### src/design/quad_dac_i2c_register_slave_top_macros.svh
// Assertion macros for the quad DAC register slave.
`ifndef QUAD_DAC_I2C_REGISTER_SLAVE_TOP_MACROS_SVH
`define QUAD_DAC_I2C_REGISTER_SLAVE_TOP_MACROS_SVH

// Same-cycle implication, checked on clk, off while in reset
`define QDRS_ASSERT_IMP(lbl, ante, cons, msg) \
  lbl: assert property (@(posedge clk) disable iff (!rst_n) (ante) |-> (cons)) \
    else $error(msg);

// Next-cycle implication, checked on clk, off while in reset
`define QDRS_ASSERT_NXT(lbl, ante, cons, msg) \
  lbl: assert property (@(posedge clk) disable iff (!rst_n) (ante) |=> (cons)) \
    else $error(msg);

`endif

### src/design/qdrs_pkg.sv
// Shared types and constants of the quad DAC register slave.
package qdrs_pkg;

  localparam int CHANNELS = 4;
  localparam int CH_W     = 2;
  localparam int WORD_W   = 16;
  localparam int CODE_W   = 15;  // word bits kept in the DAC RAM (vref lives in flops)

  // Request codes
  localparam logic [1:0] CMD_WRITE = 2'd0;
  localparam logic [1:0] CMD_STOP  = 2'd1;
  localparam logic [1:0] CMD_READ  = 2'd2;
  localparam logic [1:0] CMD_TICK  = 2'd3;

  // Configuration register indexes
  localparam logic [0:0] REG_ADDRESS_BITS = 1'd0;
  localparam logic [0:0] REG_BUSY_TICKS   = 1'd1;

  // Command byte opcodes (upper bits of the first byte)
  localparam logic [4:0] OP_MULTI  = 5'b01000;
  localparam logic [4:0] OP_SEQ    = 5'b01010;
  localparam logic [4:0] OP_SINGLE = 5'b01011;
  localparam logic [2:0] OP_VREF   = 3'b100;

  // Readback byte offsets within one channel
  localparam logic [2:0] OFF_DAC_HDR = 3'd0;
  localparam logic [2:0] OFF_DAC_HI  = 3'd1;
  localparam logic [2:0] OFF_EEP_HDR = 3'd3;
  localparam logic [2:0] OFF_EEP_HI  = 3'd4;
  localparam logic [2:0] OFF_LAST    = 3'd5;

  localparam logic [3:0] CNT_MAX   = 4'd15;
  localparam logic [3:0] CNT_DATA0 = 4'd3;

  typedef enum logic [2:0] {
    FK_IDLE    = 3'd0,
    FK_MULTI   = 3'd1,
    FK_SINGLE  = 3'd2,
    FK_SEQ     = 3'd3,
    FK_DONE    = 3'd4,
    FK_IGNORE  = 3'd5,
    FK_PENDING = 3'd6
  } frame_kind_t;

  typedef enum logic [1:0] {
    SEL_NONE = 2'd0,
    SEL_HDR  = 2'd1,
    SEL_DAC  = 2'd2,
    SEL_EEP  = 2'd3
  } rd_sel_t;

  // Request in flight between the RAM read and the output queue
  typedef struct packed {
    logic       accepted;
    rd_sel_t    sel;
    logic       hi;
    logic [7:0] hdr;
    logic       vref;
    logic       dac_ok;
    logic       eep_ok;
  } s1_item_t;

  // One result
  typedef struct packed {
    logic [7:0] read_data;
    logic       accepted;
  } out_item_t;

endpackage

### src/design/qdrs_ram.sv
// Generic single-write, single-read RAM with registered read data.
module qdrs_ram #(
  parameter int WIDTH = 16,
  parameter int DEPTH = 4
) (
  input  logic                     clk,
  input  logic                     we,
  input  logic [$clog2(DEPTH)-1:0] waddr,
  input  logic [WIDTH-1:0]         wdata,
  input  logic                     re,
  input  logic [$clog2(DEPTH)-1:0] raddr,
  output logic [WIDTH-1:0]         rdata
);

  logic [WIDTH-1:0] mem [DEPTH];
  logic [WIDTH-1:0] rdata_r;

  always_ff @(posedge clk) begin
    if (we) begin
      mem[waddr] <= wdata;
    end
    if (re) begin
      rdata_r <= mem[raddr];
    end
  end

  assign rdata = rdata_r;

endmodule

### src/design/qdrs_outq.sv
// Small result queue between the datapath and the output channel.
module qdrs_outq
  import qdrs_pkg::*;
#(
  parameter int DEPTH = 3
) (
  input  logic                       clk,
  input  logic                       rst_n,
  input  logic                       push,
  input  out_item_t                  push_item,
  output logic                       out_valid,
  input  logic                       out_ready,
  output out_item_t                  out_item,
  output logic [$clog2(DEPTH+1)-1:0] count
);

  localparam int PW = (DEPTH > 1) ? $clog2(DEPTH) : 1;
  localparam int CW = $clog2(DEPTH+1);

  out_item_t         slot_r [DEPTH];
  logic [PW-1:0]     wp_r, wp_nxt;
  logic [PW-1:0]     rp_r, rp_nxt;
  logic [CW-1:0]     cnt_r, cnt_nxt;
  logic              pop;

  assign pop       = out_valid && out_ready;
  assign out_valid = (cnt_r != '0);
  assign out_item  = slot_r[rp_r];
  assign count     = cnt_r;

  // Pointer and count update
  always_comb begin
    wp_nxt  = wp_r;
    rp_nxt  = rp_r;
    cnt_nxt = cnt_r;
    if (push) begin
      wp_nxt = (wp_r == PW'(DEPTH-1)) ? '0 : wp_r + 1'b1;
    end
    if (pop) begin
      rp_nxt = (rp_r == PW'(DEPTH-1)) ? '0 : rp_r + 1'b1;
    end
    if (push && !pop) begin
      cnt_nxt = cnt_r + 1'b1;
    end else if (pop && !push) begin
      cnt_nxt = cnt_r - 1'b1;
    end
  end

  always_ff @(posedge clk) begin
    if (!rst_n) begin
      wp_r  <= '0;
      rp_r  <= '0;
      cnt_r <= '0;
    end else begin
      wp_r  <= wp_nxt;
      rp_r  <= rp_nxt;
      cnt_r <= cnt_nxt;
    end
  end

  // Slot storage
  always_ff @(posedge clk) begin
    if (push) begin
      slot_r[wp_r] <= push_item;
    end
  end

endmodule

### src/design/quad_dac_i2c_register_slave_top.sv
// Top level of the quad 12-bit DAC register slave.
// Takes one request per clock when the result queue has room (write byte,
// stop, read byte, tick) and returns one result per request. A result passes
// through the channel-word RAM read register and then the result queue.
// Sustained rate is one request per cycle while out_ready stays high, set by the
// single RAM read port and the output queue depth (OUT_DEPTH, at least 3). DAC and
// EEPROM words live in two 4-entry RAMs with per-entry valid flops that reset
// clears, so no clearing pass is needed; the vref bit of each DAC word sits in flops.
// The user writes configuration (address pins, EEPROM busy ticks) only while idle; the block does not enforce it.
`include "quad_dac_i2c_register_slave_top_macros.svh"

module quad_dac_i2c_register_slave_top
  import qdrs_pkg::*;
#(
  parameter int OUT_DEPTH = 3
) (
  input  logic        clk,
  input  logic        rst_n,
  input  logic        in_valid,
  output logic        in_ready,
  input  logic [1:0]  in_cmd,
  input  logic [7:0]  in_byte_in,
  output logic        out_valid,
  input  logic        out_ready,
  output logic [7:0]  out_read_data,
  output logic        out_accepted,
  input  logic        cfg_we,
  input  logic [0:0]  cfg_index,
  input  logic [15:0] cfg_wdata
);

  localparam int OCW = $clog2(OUT_DEPTH+1);

  // Configuration registers
  logic [2:0]  addr_bits_r;
  logic [15:0] busy_cfg_r;

  always_ff @(posedge clk) begin
    if (!rst_n) begin
      addr_bits_r <= 3'd0;
      busy_cfg_r  <= 16'd1000;
    end else if (cfg_we) begin
      unique case (cfg_index)
        REG_ADDRESS_BITS: addr_bits_r <= cfg_wdata[2:0];
        REG_BUSY_TICKS:   busy_cfg_r  <= cfg_wdata;
        default:          ;
      endcase
    end
  end

  // Control state
  frame_kind_t       fk_r, fk_nxt;
  logic [3:0]        cnt_r, cnt_nxt;
  logic [CH_W-1:0]   cur_ch_r, cur_ch_nxt;
  logic [7:0]        held_r, held_nxt;
  logic [15:0]       busy_r, busy_nxt;
  logic [CH_W-1:0]   rp_ch_r, rp_ch_nxt;
  logic [2:0]        rp_off_r, rp_off_nxt;
  logic [CHANNELS-1:0] vref_r, vref_nxt;
  logic [CHANNELS-1:0] dac_vld_r, dac_vld_nxt;
  logic [CHANNELS-1:0] eep_vld_r, eep_vld_nxt;

  logic              acc;
  logic              word_we, eep_we;
  logic [CH_W-1:0]   word_ch;
  logic [WORD_W-1:0] word_data;
  logic              rd_en;
  logic              s1_v_r;
  s1_item_t          s1_r, s1_nxt;
  logic [CODE_W-1:0] dac_rdata;
  logic [WORD_W-1:0] eep_rdata;
  logic [OCW-1:0]    q_count;
  logic [OCW:0]      occ;
  logic              in_acc;
  out_item_t         push_item, q_item;

  // Room for the request in flight plus this one
  assign occ      = {1'b0, q_count} + (OCW+1)'(s1_v_r);
  assign in_ready = occ < (OCW+1)'(OUT_DEPTH);
  assign in_acc   = in_valid && in_ready;
  assign rd_en    = in_acc && (in_cmd == CMD_READ);

  // Frame decode, busy timer and read pointer
  always_comb begin
    fk_nxt      = fk_r;
    cnt_nxt     = cnt_r;
    cur_ch_nxt  = cur_ch_r;
    held_nxt    = held_r;
    busy_nxt    = busy_r;
    rp_ch_nxt   = rp_ch_r;
    rp_off_nxt  = rp_off_r;
    vref_nxt    = vref_r;
    dac_vld_nxt = dac_vld_r;
    eep_vld_nxt = eep_vld_r;
    acc         = 1'b1;
    word_we     = 1'b0;
    eep_we      = 1'b0;
    word_ch     = cur_ch_r;
    word_data   = {held_r, in_byte_in};
    s1_nxt      = '0;
    s1_nxt.sel  = SEL_NONE;

    if (in_acc) begin
      case (in_cmd)
        CMD_WRITE: begin
          if (busy_r != 16'd0) begin
            acc = 1'b0;
          end else begin
            unique case (fk_r)
              FK_IDLE: begin
                if (in_byte_in[7:5] == OP_VREF) begin
                  // bit 3 goes to channel 0, bit 0 to channel 3
                  for (int c = 0; c < CHANNELS; c++) begin
                    vref_nxt[c] = in_byte_in[CHANNELS-1-c];
                  end
                  fk_nxt = FK_DONE;
                end else begin
                  cur_ch_nxt = in_byte_in[2:1];
                  cnt_nxt    = 4'd1;
                  if (in_byte_in[7:3] == OP_MULTI) begin
                    fk_nxt = FK_MULTI;
                  end else if (in_byte_in[7:3] == OP_SEQ) begin
                    fk_nxt = FK_SEQ;
                  end else if (in_byte_in[7:3] == OP_SINGLE) begin
                    fk_nxt = FK_SINGLE;
                  end else begin
                    cnt_nxt = 4'd0;
                    fk_nxt  = FK_IGNORE;
                    acc     = 1'b0;
                  end
                end
              end
              FK_MULTI: begin
                if (cnt_r == 4'd0) begin
                  if (in_byte_in[7:3] != OP_MULTI) begin
                    fk_nxt = FK_IGNORE;
                    acc    = 1'b0;
                  end else begin
                    cur_ch_nxt = in_byte_in[2:1];
                    cnt_nxt    = 4'd1;
                  end
                end else if (cnt_r == 4'd1) begin
                  held_nxt = in_byte_in;
                  cnt_nxt  = 4'd2;
                end else begin
                  word_we = 1'b1;
                  cnt_nxt = 4'd0;
                end
              end
              FK_SINGLE, FK_SEQ: begin
                if (cnt_r[0]) begin
                  held_nxt = in_byte_in;
                end else begin
                  word_we = 1'b1;
                  eep_we  = 1'b1;
                  if (fk_r == FK_SINGLE || cur_ch_r == CH_W'(CHANNELS-1)) begin
                    fk_nxt = FK_PENDING;
                  end else begin
                    cur_ch_nxt = cur_ch_r + 1'b1;
                  end
                end
                if (cnt_r < CNT_MAX) begin
                  cnt_nxt = cnt_r + 1'b1;
                end
              end
              default: acc = 1'b0;
            endcase
          end
        end
        CMD_STOP: begin
          if ((fk_r == FK_PENDING || (fk_r == FK_SEQ && cnt_r >= CNT_DATA0))
              && busy_r == 16'd0) begin
            busy_nxt = busy_cfg_r;
          end
          fk_nxt     = FK_IDLE;
          cnt_nxt    = 4'd0;
          rp_ch_nxt  = '0;
          rp_off_nxt = OFF_DAC_HDR;
        end
        CMD_READ: begin
          // Header bytes are built now; word bytes come from the RAMs
          s1_nxt.hdr = {(busy_r == 16'd0), 1'b1, rp_ch_r, addr_bits_r,
                        (rp_off_r == OFF_EEP_HDR)};
          s1_nxt.hi  = (rp_off_r == OFF_DAC_HI) || (rp_off_r == OFF_EEP_HI);
          s1_nxt.vref   = vref_r[rp_ch_r];
          s1_nxt.dac_ok = dac_vld_r[rp_ch_r];
          s1_nxt.eep_ok = eep_vld_r[rp_ch_r];
          if (rp_off_r == OFF_DAC_HDR || rp_off_r == OFF_EEP_HDR) begin
            s1_nxt.sel = SEL_HDR;
          end else if (rp_off_r < OFF_EEP_HDR) begin
            s1_nxt.sel = SEL_DAC;
          end else begin
            s1_nxt.sel = SEL_EEP;
          end
          if (rp_off_r == OFF_LAST) begin
            rp_off_nxt = OFF_DAC_HDR;
            rp_ch_nxt  = rp_ch_r + 1'b1;
          end else begin
            rp_off_nxt = rp_off_r + 1'b1;
          end
        end
        default: begin
          if (busy_r != 16'd0) begin
            busy_nxt = busy_r - 1'b1;
          end
        end
      endcase
    end
    s1_nxt.accepted = acc;

    // Word writes also land the vref bit and mark the entries valid
    if (word_we) begin
      vref_nxt[word_ch]    = word_data[WORD_W-1];
      dac_vld_nxt[word_ch] = 1'b1;
    end
    if (eep_we) begin
      eep_vld_nxt[word_ch] = 1'b1;
    end
  end

  always_ff @(posedge clk) begin
    if (!rst_n) begin
      fk_r      <= FK_IDLE;
      cnt_r     <= 4'd0;
      cur_ch_r  <= '0;
      held_r    <= 8'd0;
      busy_r    <= 16'd0;
      rp_ch_r   <= '0;
      rp_off_r  <= OFF_DAC_HDR;
      vref_r    <= '0;
      dac_vld_r <= '0;
      eep_vld_r <= '0;
      s1_v_r    <= 1'b0;
    end else begin
      fk_r      <= fk_nxt;
      cnt_r     <= cnt_nxt;
      cur_ch_r  <= cur_ch_nxt;
      held_r    <= held_nxt;
      busy_r    <= busy_nxt;
      rp_ch_r   <= rp_ch_nxt;
      rp_off_r  <= rp_off_nxt;
      vref_r    <= vref_nxt;
      dac_vld_r <= dac_vld_nxt;
      eep_vld_r <= eep_vld_nxt;
      s1_v_r    <= in_acc;
    end
  end

  // Payload of the request in flight
  always_ff @(posedge clk) begin
    if (in_acc) begin
      s1_r <= s1_nxt;
    end
  end

  // Channel word stores
  qdrs_ram #(
    .WIDTH(CODE_W),
    .DEPTH(CHANNELS)
  ) u_dac_ram (
    .clk  (clk),
    .we   (word_we),
    .waddr(word_ch),
    .wdata(word_data[CODE_W-1:0]),
    .re   (rd_en),
    .raddr(rp_ch_r),
    .rdata(dac_rdata)
  );

  qdrs_ram #(
    .WIDTH(WORD_W),
    .DEPTH(CHANNELS)
  ) u_eep_ram (
    .clk  (clk),
    .we   (eep_we),
    .waddr(word_ch),
    .wdata(word_data),
    .re   (rd_en),
    .raddr(rp_ch_r),
    .rdata(eep_rdata)
  );

  // Readback byte select
  logic [WORD_W-1:0] dac_word, eep_word, sel_word;

  always_comb begin
    dac_word = {s1_r.vref, s1_r.dac_ok ? dac_rdata : CODE_W'(0)};
    eep_word = s1_r.eep_ok ? eep_rdata : WORD_W'(0);
    sel_word = (s1_r.sel == SEL_EEP) ? eep_word : dac_word;
    push_item.accepted = s1_r.accepted;
    case (s1_r.sel)
      SEL_HDR:          push_item.read_data = s1_r.hdr;
      SEL_DAC, SEL_EEP: push_item.read_data = s1_r.hi ? sel_word[15:8] : sel_word[7:0];
      default:          push_item.read_data = 8'd0;
    endcase
  end

  qdrs_outq #(
    .DEPTH(OUT_DEPTH)
  ) u_outq (
    .clk      (clk),
    .rst_n    (rst_n),
    .push     (s1_v_r),
    .push_item(push_item),
    .out_valid(out_valid),
    .out_ready(out_ready),
    .out_item (q_item),
    .count    (q_count)
  );

  assign out_read_data = q_item.read_data;
  assign out_accepted  = q_item.accepted;

  // Checks
  `QDRS_ASSERT_IMP(a_no_overflow, 1'b1, occ <= (OCW+1)'(OUT_DEPTH), "result queue overrun")
  `QDRS_ASSERT_NXT(a_busy_refuse, in_acc && in_cmd == CMD_WRITE && busy_r != 16'd0, s1_v_r && !s1_r.accepted && $stable(fk_r), "write while busy was taken")
  `QDRS_ASSERT_NXT(a_stop_rewind, in_acc && in_cmd == CMD_STOP, rp_off_r == OFF_DAC_HDR && rp_ch_r == '0 && fk_r == FK_IDLE, "stop did not rewind")
  `QDRS_ASSERT_IMP(a_pend_idle, fk_r == FK_PENDING, cnt_r >= 4'd2, "pending frame without data")

endmodule
### config.mk
export PLATFORM = sky130hd
export DESIGN_NAME = quad_dac_i2c_register_slave_top
export DESIGN_NICKNAME = d
export VERILOG_FILES = /design/src/design/qdrs_pkg.sv /design/src/design/qdrs_ram.sv /design/src/design/qdrs_outq.sv /design/src/design/quad_dac_i2c_register_slave_top.sv
export VERILOG_INCLUDE_DIRS = /design/src /design/src/design
export SDC_FILE = /design/constraint.sdc
export NUM_CORES = 1
export LEC_CHECK = 0
export ABC_AREA = 1
export BUFFER_PORTS_ARGS = -buffer_cell sky130_fd_sc_hd__buf_4
export CORE_MARGIN = 1
export CORE_UTILIZATION = 41
export DETAILED_ROUTE_END_ITERATION = 12
export GPL_TIMING_DRIVEN = 0
export PLACE_DENSITY = 0.62
export SLEW_MARGIN = 20
export SYNTH_ARGS = -nofsm -noshare
export SYNTH_HDL_FRONTEND = slang
export SYNTH_HIERARCHICAL = 1
export SYNTH_SLANG_ARGS = --single-unit
### constraint.sdc
create_clock -name clk -period 9.2 [get_ports clk]
set_input_delay 0.92 -clock clk [delete_from_list [all_inputs] [get_ports clk]]
set_output_delay 0.92 -clock clk [all_outputs]
set_load 0.1 [all_outputs]
==> impl_metrics.yaml, run 1 <==
outcome:
  status: "finished clean"
layout:
  final_nets: 1552
  stdcell_area_um2: 14600
  diodes: 0
  layout-drive-gt1-share: 0.114
  nFillCells: 2797
  post-route-util: 0.486
  area_growth_syn_to_layout_pct: 15.3
  final_cells: 1916
yosys:
  synth_nets: 1465
  synth_warnings: 6
  ys_ff_latch: 275
  synthSimpleGateAreaFrac: 0.235
  yosys-mux-area-fraction: 0
  synth_area_per_cell_um2: 8.91
  synth_cells: 1417
  ys_types: 38
  synthAdderAreaFrac: 0.0159
  syn_area_um2: 12600
  synth_top_family_by_area: "simple AND/OR/NAND/NOR gates"
  synth_compound_area_frac: 0.0621
  yosysSeqAreaShare: 0.592
  synth_xor_area_frac: 0.00208
timing:
  final_hold_viol_count: 0
  whs_ns: 0.444
  drv_slew: 0
  grt_setup_unrepaired: "no"
  tightest_slew_ns: 0.993
  setup_viol: 0
  fin_ws_ns: 5.99
  fin_crit_sh: 0.349
  period_needed_ns: 3.21
  timing.setup.tns_ns: 0
  slew_headroom: 0.336
  skew_ns: 0.0131
  fmax_ghz: 0.311
placement:
  gp_congestion: 0.882
  place_ws_ns: 5.53
  place_inst: 1863
  dp_hpwl_um: 20800
  portBuffers: 42
  placed_area_um2: 13600
route:
  wl_per_cell_um: 15.3
  vias_per_cell: 4.91
  drc_errors: 0
  num_vias: 9407
  routed_wl_um: 29300
  drt_pass1_iterations: 5
  antenna_left: 0
  drtIter0Drc: 832
clock_network:
  clkLatencyLatePin_ns: 0.54
  ctsResizeCount: 0
  clkSlewWorstSetupHoldPaths_ns: 0.06
  cts_buffers: 29
  ctsHoldBuffers: 0
  post_cts_buffers: 0
  cts_sinks: 275
  cts-root-buf: "clkbuf_16"
  clockBufferDepth: 3
  cts_tree: "done"
  cts_max_level: 1
setup_path:
  worstPathArrival_ns: 3.46
  critical_path.slowest_cell: "dfxtp_1"
  r2r_slack_ns: 5.99
  worst_setup_path_end_kind: "flop"
  cp-start-kind: "flop"
  slowest_delay_ns: 0.43
  crit_chain: "ha_1 > ha_1 > nand2_1 > inv_2 > nor2_4 > nand2_2 > nor2_1 > nand4_1 > nor2_2 > inv_1 > nor3_2 > buf_4 > buf_6"
  crit_fanout: 8
  crit_path_frequent_cell: "ha_1"
  critPathRequiredTime_ns: 9.45
  crit_type: "reg2reg"
pwr:
  leakagePower_nw: 6.34
  report.power.total_mw: 3.36
  p_per_area_nw_per_um2: 231
  peakVddDrop_v: 0.000147
run:
  maxCapViolations: 0
floorplanning:
  dieArea_um2: 31500
  core_um2: 30000
  row_count: 63
  initial_utilization: 0.422
  num_io_pins: 43
  dieWidth_um: 177
  die_height_um: 177
global_route:
  grt_start_max_net_pins: 21
  grt_pass1_wl_um: 46500
  gr-total-overflow: 0
  track_usage: 0.190
  antenna_found_initial: 0
  grt_pass1_vias: 8729
hold_path:
  hold_path_class: "reg2reg"
[cell families (layout without fill, tap and decap cells)]
family | Yosys count | after routing
xor+xnor | 3 | 3
simple gates | 694 | 694
buf+inv | 281 | 390
fa+ha+maj | 16 | 16
compound gates | 148 | 148
flops | 275 | 275
[critical path, delay by kind of cell, from the launching register on]
kind | cells | cell delay (ns)
fa+ha+maj | 2 | 0.40
simple gates | 7 | 1.42
flops | 1 | 0.43
buf+inv | 4 | 0.67
[flip-flops by register name (all words and copies together), names as in the netlist, 8 cells and up, named ones only]
register         cells
busy_cfg_r          16
busy_r              16
held_r               8
s1_r                13
u_dac_ram/mem       60
u_dac_ram/rdata     15
u_eep_ram/mem       64
u_eep_ram/rdata     16
u_outq/slot_r       27
[final timing paths]
check / cells past startpoint / from / end
max: 13 / u_outq/count[0]$_SDFFE_PN0P_ / u_eep_ram/mem[0][8]$_DFFE_PP_
min: 2 / dac_vld_r[0]$_SDFFE_PN0P_ / dac_vld_r[0]$_SDFFE_PN0P_
max reg2reg: 13 / u_outq/count[0]$_SDFFE_PN0P_ / u_eep_ram/mem[0][8]$_DFFE_PP_
min reg2reg: 2 / dac_vld_r[0]$_SDFFE_PN0P_ / dac_vld_r[0]$_SDFFE_PN0P_
[Yosys cell counts]
cell type	n	share of area
nand2_1	377	0.11
inv_1	223	0.066
edfxtp_1	197	0.47
nor2_1	136	0.040
nand3_1	132	0.052
dfxtp_1	78	0.12
a21oi_1	75	0.030
o21ai_0	55	0.022
clkbuf_1	16	0.0048
ha_1	16	0.016
nor3_1	14	0.0055
buf_2	13	0.0052
buf_6	11	0.0098
inv_2	10	0.0030
nand4_1	7	0.0035
nor2_2	6	0.0030
a211oi_1	5	0.0030
nand2_2	5	0.0025
buf_4	4	0.0024
nand2_4	4	0.0036
o211ai_1	4	0.0024
nand3_2	3	0.0024
nor2_4	3	0.0027
nor3_4	3	0.0039
a21oi_2	2	0.0014
buf_1	2	0.00059
inv_4	2	0.00099
nor4_1	2	0.00099
o21ai_1	2	0.00079
xor2_1	2	0.0014
a31oi_1	1	0.00050
nand3_4	1	0.0014
nand3b_1	1	0.00059
o21a_1	1	0.00059
o21ai_2	1	0.00069
o31ai_1	1	0.00059
o41ai_1	1	0.00069
xnor2_1	1	0.00069
[cells in the final DEF, fill, tap and decap left out, drive strengths merged, types with 14 or more instances in the layout]
| cell | instances |
|---|---|
| a21oi | 77 |
| buf | 86 |
| clkbuf | 50 |
| clkinv | 14 |
| dfxtp | 78 |
| edfxtp | 197 |
| ha | 16 |
| inv | 235 |
| nand2 | 386 |
| nand3 | 136 |
| nor2 | 145 |
| nor3 | 17 |
| o21ai | 58 |
[layout make-up]
| type | count | area, µm² | share of cell area |
|---|---|---|---|
| tap | 390 | 488 | 0.0335 |
| clock inverter | 19 | 191 | 0.0132 |
| sequential | 275 | 7480 | 0.514 |
| clock buffer | 34 | 744 | 0.0512 |
| buffer | 46 | 287 | 0.0197 |
| multi-input combinational | 861 | 4030 | 0.277 |
| inverter | 235 | 887 | 0.0610 |
| timing repair buffer | 56 | 452 | 0.0310 |
[where the power goes]
| part | switching, mW | internal, mW | total [mW] |
|---|---|---|---|
| Combinational | 0.546 | 0.221 | 0.768 |
| Sequential | 0.0519 | 1.39 | 1.44 |
| Clock | 0.458 | 0.686 | 1.14 |
| Total | 1.06 | 2.30 | 3.36 |
[layer usage]
| layer | track usage | vias up | part of all wire |
|---|---|---|---|
| li1 | - | 4753 | - |
| met5 | 0 | - | 0 |
| met3 | 0.0259 | 32 | 0.055 |
| met2 | 0.318 | 253 | 0.47 |
| met1 | 0.260 | 4369 | 0.45 |
| met4 | 0.0513 | 0 | 0.019 |
Note: power is estimated with default switching activity, not from simulation.
==> run 2: changes to the inputs <==
==> constraint.sdc (replaced) <==
create_clock -name clk -period 3.3 [get_ports clk]
set_input_delay 0.33 -clock clk [delete_from_list [all_inputs] [get_ports clk]]
set_output_delay 0.33 -clock clk [all_outputs]
set_load 0.1 [all_outputs]
==> impl_metrics.yaml, run 2 (synthesis gave the netlist of run 1 again) <==
timing:
  slew_headroom: 0.362
  skew_ns: 0.0313
  timing.setup.tns_ns: 0
  fin_crit_sh: 0.943
  drv_slew: 0
  period_needed_ns: 3.11
  setup_viol: 0
  fmax_ghz: 0.321
  grt_setup_unrepaired: "no"
  fin_ws_ns: 0.188
  final_hold_viol_count: 0
  tightest_slew_ns: 0.954
route:
  drc_errors: 0
  routed_wl_um: 29600
  drtIter0Drc: 865
  top_layer: "met4"
  met2_length_um: 14000
  antenna_left: 0
  dr_wl_met3_um: 1360
  wl_per_cell_um: 15.4
  num_vias: 9487
  wl_met1_um: 13700
  drt_pass1_iterations: 5
  vias_per_cell: 4.93
setup_path:
  worst_setup_path_end_kind: "flop"
  r2r_slack_ns: 0.19
  endpoint: "u_eep_ram/mem[1][11]$_DFFE_PP_"
  crit_start: "u_outq/count[0]$_SDFFE_PN0P_"
  crit_type: "reg2reg"
  crit_fanout: 8
  crit_chain: "ha_1 > ha_1 > nand2_1 > inv_2 > nor2_4 > nand2_2 > nor2_1 > nand4_1 > nor2_4 > inv_1 > nor3_2 > buf_4 > buf_6"
  timing.rr.end: "u_eep_ram/mem[1][11]$_DFFE_PP_"
  slowest_delay_ns: 0.43
  worstPathArrival_ns: 3.35
  critical_path.slowest_cell: "dfxtp_1"
  reg2reg_from: "u_outq/count[0]$_SDFFE_PN0P_"
  reg2reg_depth: 13
  critPathRequiredTime_ns: 3.54
  cp-start-kind: "flop"
layout:
  regMostFlops: "u_eep_ram/mem"
  area_growth_syn_to_layout_pct: 16.7
  largest_reg_flops: 64
  diodes: 0
  mostFrequentLayoutCells: "nand2_1, inv_1, edfxtp_1"
  final_nets: 1560
  nFillCells: 2759
  layout-drive-gt1-share: 0.116
  reg.largest.list: "u_eep_ram/mem x64, u_dac_ram/mem x60, u_outq/slot_r x27"
  final_common_cell: "nand2_1"
clock_network:
  cts_tree: "done"
  cts-root-buf: "clkbuf_16"
  cts_max_level: 1
  cts_sinks: 275
  clkSlewWorstSetupHoldPaths_ns: 0.06
  clockBufferDepth: 3
  clkLatencyLatePin_ns: 0.55
  cts_buffers: 29
hold_path:
  hold_path_class: "in2reg"
  hold_path.startpoint: "cfg_wdata[10]"
floorplanning:
  row_count: 63
  die_height_um: 177
  num_io_pins: 43
  core_um2: 30000
  dieArea_um2: 31500
  dieWidth_um: 177
  initial_utilization: 0.422
global_route:
  grt_start_max_net_pins: 21
  track_usage: 0.192
  grt_pass1_wl_um: 46900
  antenna_found_initial: 0
  gr-total-overflow: 0
  grt_pass1_vias: 8752
placement:
  dp_hpwl_um: 20500
  portBuffers: 42
  place_ws_ns: -0.0488
  gp_congestion: 0.921
outcome:
  status: "finished clean"
run:
  maxCapViolations: 0
pwr:
  peakVddDrop_v: 0.000474
  p_per_area_nw_per_um2: 637
  leakagePower_nw: 6.38
[run 2: metrics by stage]
stage | cell area [µm²] | utilization | power, mW | hold WS, ns | cells
after floorplan | 12600 | - | 5.68 | 0.425 | 1417
after global placement | 13400 | 0.449 | 6.19 | 0.436 | 1849
after detailed placement | 13600 | 0.454 | 6.23 | 0.437 | 1857
after CTS | 14600 | 0.489 | 9.45 | 0.00593 | 1920
after global routing | 14700 | 0.492 | 9.86 | 0.0226 | 1925
final | 14700 | 0.492 | 9.39 | 0.0359 | 1925
[run 2: layer usage]
metal	GRT usage	up-vias
li1	-	4772
met1	0.272	4441
met2	0.316	229
met3	0.0184	45
met4	0.0470	0
met5	0	-
[run 2: worst min path at each step]
stage / end / slack [ns] / depth (start not counted)
2_1_floorplan: busy_cfg_r[4]$_SDFFE_PN0P_ / 0.42 / 2
6_report: busy_cfg_r[10]$_SDFFE_PN0P_ / 0.04 / 3
3_5_place_dp: dac_vld_r[0]$_SDFFE_PN0P_ / 0.44 / 2
4_1_cts: busy_cfg_r[10]$_SDFFE_PN0P_ / 0.006 / 3
5_1_grt: busy_cfg_r[10]$_SDFFE_PN0P_ / 0.02 / 3
3_3_place_gp: dac_vld_r[0]$_SDFFE_PN0P_ / 0.44 / 2
[run 2: what timing repair did]
action,in CTS,in global routing
hold buffers,9,0
resized for setup,1,2
pin swaps,0,5
hold endpoints to repair,9,0
endpoints found under the setup margin,9,83
buffers inserted,0,5
[run 2: report_power, final]
group          switching (mW)  total (mW)  internal (mW)
clock                    1.33        3.20           1.87
sequential              0.147        4.03           3.88
combinational            1.54        2.16          0.625
total                    3.02        9.39           6.38
[run 2: final cells by class]
class,count,area (µm²),area share
Buffer,46,287,0.0194
Clock buffer,40,807,0.0548
Clock inverter,14,138,0.00934
Inverter,235,887,0.0602
Multi-Input combinational cell,861,4070,0.276
Sequential cell,275,7480,0.507
Tap cell,390,488,0.0331
Timing Repair Buffer,64,581,0.0394
[run 2: worst max-delay path, delay by kind of cell (launching register included)]
family        cells  cell delay (ns)
fa+ha+maj         2             0.41
buf+inv           4             0.63
flops             1             0.43
simple gates      7             1.33
==> run 3: changes to the inputs <==
--- a/config.mk
+++ b/config.mk
@@ -6,7 +6,7 @@
 export SDC_FILE = /design/constraint.sdc
 export NUM_CORES = 1
 export LEC_CHECK = 0
-export ABC_AREA = 1
+export ABC_AREA = 0
 export BUFFER_PORTS_ARGS = -buffer_cell sky130_fd_sc_hd__buf_4
 export CORE_MARGIN = 1
 export CORE_UTILIZATION = 41
==> impl_metrics.yaml, run 3 <==
timing:
  grt_setup_unrepaired: "no"
  drv_slew: 0
  slew_headroom: 0.390
  fin_ws_ns: 0.296
  final_hold_viol_count: 0
  tightest_slew_ns: 0.913
  skew_ns: 0.0103
  timing.setup.tns_ns: 0
  setup_viol: 0
  fmax_ghz: 0.333
  period_needed_ns: 3.00
  fin_crit_sh: 0.910
  whs_ns: 0.0482
placement:
  portBuffers: 41
  dp_hpwl_um: 17500
  placed_area_um2: 12700
  gp_congestion: 0.870
  place_ws_ns: 0.142
setup_path:
  reg2reg_depth: 6
  critical_path.slowest_cell: "nor3b_4"
  cp_num_buf_inv: 1
  crit_type: "reg2reg"
  slowest_delay_ns: 0.79
  reg2reg_from: "cnt_r[0]$_SDFFE_PN0P_"
  timing.rr.end: "u_dac_ram/mem[0][10]$_DFFE_PP_"
  crit_chain: "inv_1 > ha_1 > or2_2 > a21oi_1 > o211a_1 > nor3b_4"
  r2r_slack_ns: 0.30
  crit_fanout: 15
  cpLargestDelayFamily: "simple AND/OR/NAND/NOR gates"
  critPathRequiredTime_ns: 3.45
  worst_setup_path_end_kind: "flop"
  worstPathArrival_ns: 3.15
  cp-start-kind: "flop"
layout:
  nFillCells: 2476
  largest_reg_flops: 64
  diodes: 0
  mostFrequentLayoutCells: "edfxtp_1, nand2_1, dfxtp_1"
  final_common_cell: "edfxtp_1"
  regMostFlops: "u_eep_ram/mem"
  area_growth_syn_to_layout_pct: 14.9
  stdcell_area_um2: 13600
  reg.largest.list: "u_eep_ram/mem x64, u_dac_ram/mem x60, u_outq/slot_r x27"
  layout-drive-gt1-share: 0.151
  final_nets: 1002
yosys:
  synth_cells: 874
  yosys.area.top_type_share: 0.500
  synth.area.top_cells: "edfxtp_1, dfxtp_1, mux4_2, mux2i_1, nand2_1"
  synth_warnings: 6
  ys_ff_latch: 275
  yosysSeqAreaShare: 0.632
  synth_common_cells: "edfxtp_1, nand2_1, dfxtp_1"
  yosysMostFrequentCell: "edfxtp_1"
  synth_nets: 922
  yosys.area.top_type: "edfxtp_1"
  synth-edff-count: 197
  ys_types: 73
  synth_area_per_cell_um2: 13.5
  syn_area_um2: 11800
  synthFlopType: "edfxtp_1"
  async_reset_ff_frac: 0
hold_path:
  hold_path.startpoint: "cfg_wdata[10]"
  whs_endpoint: "busy_cfg_r[10]$_SDFFE_PN0P_"
  holdPathStages: 3
  hold_path_class: "in2reg"
floorplanning:
  die_height_um: 172
  core_um2: 28100
  dieWidth_um: 172
  num_io_pins: 43
  row_count: 61
  dieArea_um2: 29500
  initial_utilization: 0.421
clock_network:
  clkSlewWorstSetupHoldPaths_ns: 0.06
  cts_max_level: 1
  cts_tree: "done"
  cts_sinks: 275
  clockBufferDepth: 3
  cts-root-buf: "clkbuf_16"
  clkLatencyLatePin_ns: 0.53
  cts_buffers: 28
pwr:
  peakVddDrop_v: 0.000561
  leakagePower_nw: 4.61
  p_per_area_nw_per_um2: 756
route:
  drc_errors: 0
  wl_per_cell_um: 19.1
  drtIter0Drc: 677
  vias_per_cell: 5.52
  drt_pass1_iterations: 5
  routed_wl_um: 25900
  antenna_left: 0
  num_vias: 7475
global_route:
  gr-total-overflow: 0
  grt_pass1_vias: 7131
  antenna_found_initial: 0
  track_usage: 0.181
  grt_pass1_wl_um: 40800
  grt_start_max_net_pins: 30
run:
  maxCapViolations: 0
outcome:
  status: "finished clean"
==> run 3: logic make-up (layout without fill, tap and decap cells) <==
group                    Yosys count  count (layout)  share of synthesized area
flip-flops                       275             275                      0.632
AND/OR/NAND/NOR                  256             256                      0.119
AO/OA/AOI/OAI                    173             173                     0.0957
multiplexers                      76              76                      0.104
buffers and inverters             73             175                     0.0290
adder cells (fa/ha/maj)           16              16                     0.0169
XOR/XNOR                           5               5                    0.00370
==> run 3: per-layer routing <==
layer,up-vias,part of all wire,global-route usage
met3,35,0.047,0.0220
li1,3540,-,-
met5,-,0,0
met1,3715,0.46,0.257
met4,0,0.019,0.0450
met2,185,0.48,0.295
==> run 3: worst max path at each step <==
| stage | startpoint | end | slack [ns] | depth (start not counted) |
|---|---|---|---|---|
| floorplan | s1_v_r$_SDFF_PN0_ | u_eep_ram/mem[0][0]$_DFFE_PP_ | 0.006 | 7 |
| global placement | s1_v_r$_SDFF_PN0_ | u_eep_ram/mem[0][10]$_DFFE_PP_ | -0.18 | 7 |
| detailed placement | s1_v_r$_SDFF_PN0_ | u_eep_ram/mem[0][10]$_DFFE_PP_ | 0.14 | 7 |
| CTS | s1_v_r$_SDFF_PN0_ | u_eep_ram/mem[2][14]$_DFFE_PP_ | 0.13 | 7 |
| global route | cnt_r[0]$_SDFFE_PN0P_ | u_dac_ram/mem[0][7]$_DFFE_PP_ | 0.06 | 6 |
| finish | cnt_r[0]$_SDFFE_PN0P_ | u_dac_ram/mem[0][10]$_DFFE_PP_ | 0.30 | 6 |
==> run 3: layout make-up <==
type / count / area (µm²) / area share
Inverter: 23 / 86.3 / 0.00635
Clock buffer: 41 / 769 / 0.0566
Buffer: 50 / 256 / 0.0189
Sequential cell: 275 / 7480 / 0.550
Timing Repair Buffer: 50 / 415 / 0.0306
Tap cell: 378 / 473 / 0.0348
Multi-Input combinational cell: 526 / 4050 / 0.298
Clock inverter: 11 / 65.1 / 0.00479
==> run 3: stage by stage <==
step	total power, mW	utilization	cells
finish	10.3	0.484	1354
global route	10.8	0.484	1354
CTS	10.3	0.483	1353
detailed placement	7.42	0.451	1295
global placement	7.38	0.450	1293
floorplan	6.64	-	874
==> run 3: tightest hold or removal path, cell delays in order <==
cell     delay (ns)
buf_4          0.11
nand2_1        0.05
a21oi_1        0.05
==> run 3: timing repair <==
| item | CTS | global route |
|---|---|---|
| endpoints found under the hold margin | 6 | 0 |
| hold buffers | 6 | 0 |
| buffers inserted | 0 | 1 |
| gates resized for setup | 0 | 3 |
| endpoints found under the setup margin | 0 | 64 |
==> run 3: power breakdown <==
group          internal (mW)  switching (mW)
clock network           1.62            1.26
registers               3.93           0.218
logic                   1.12            2.13
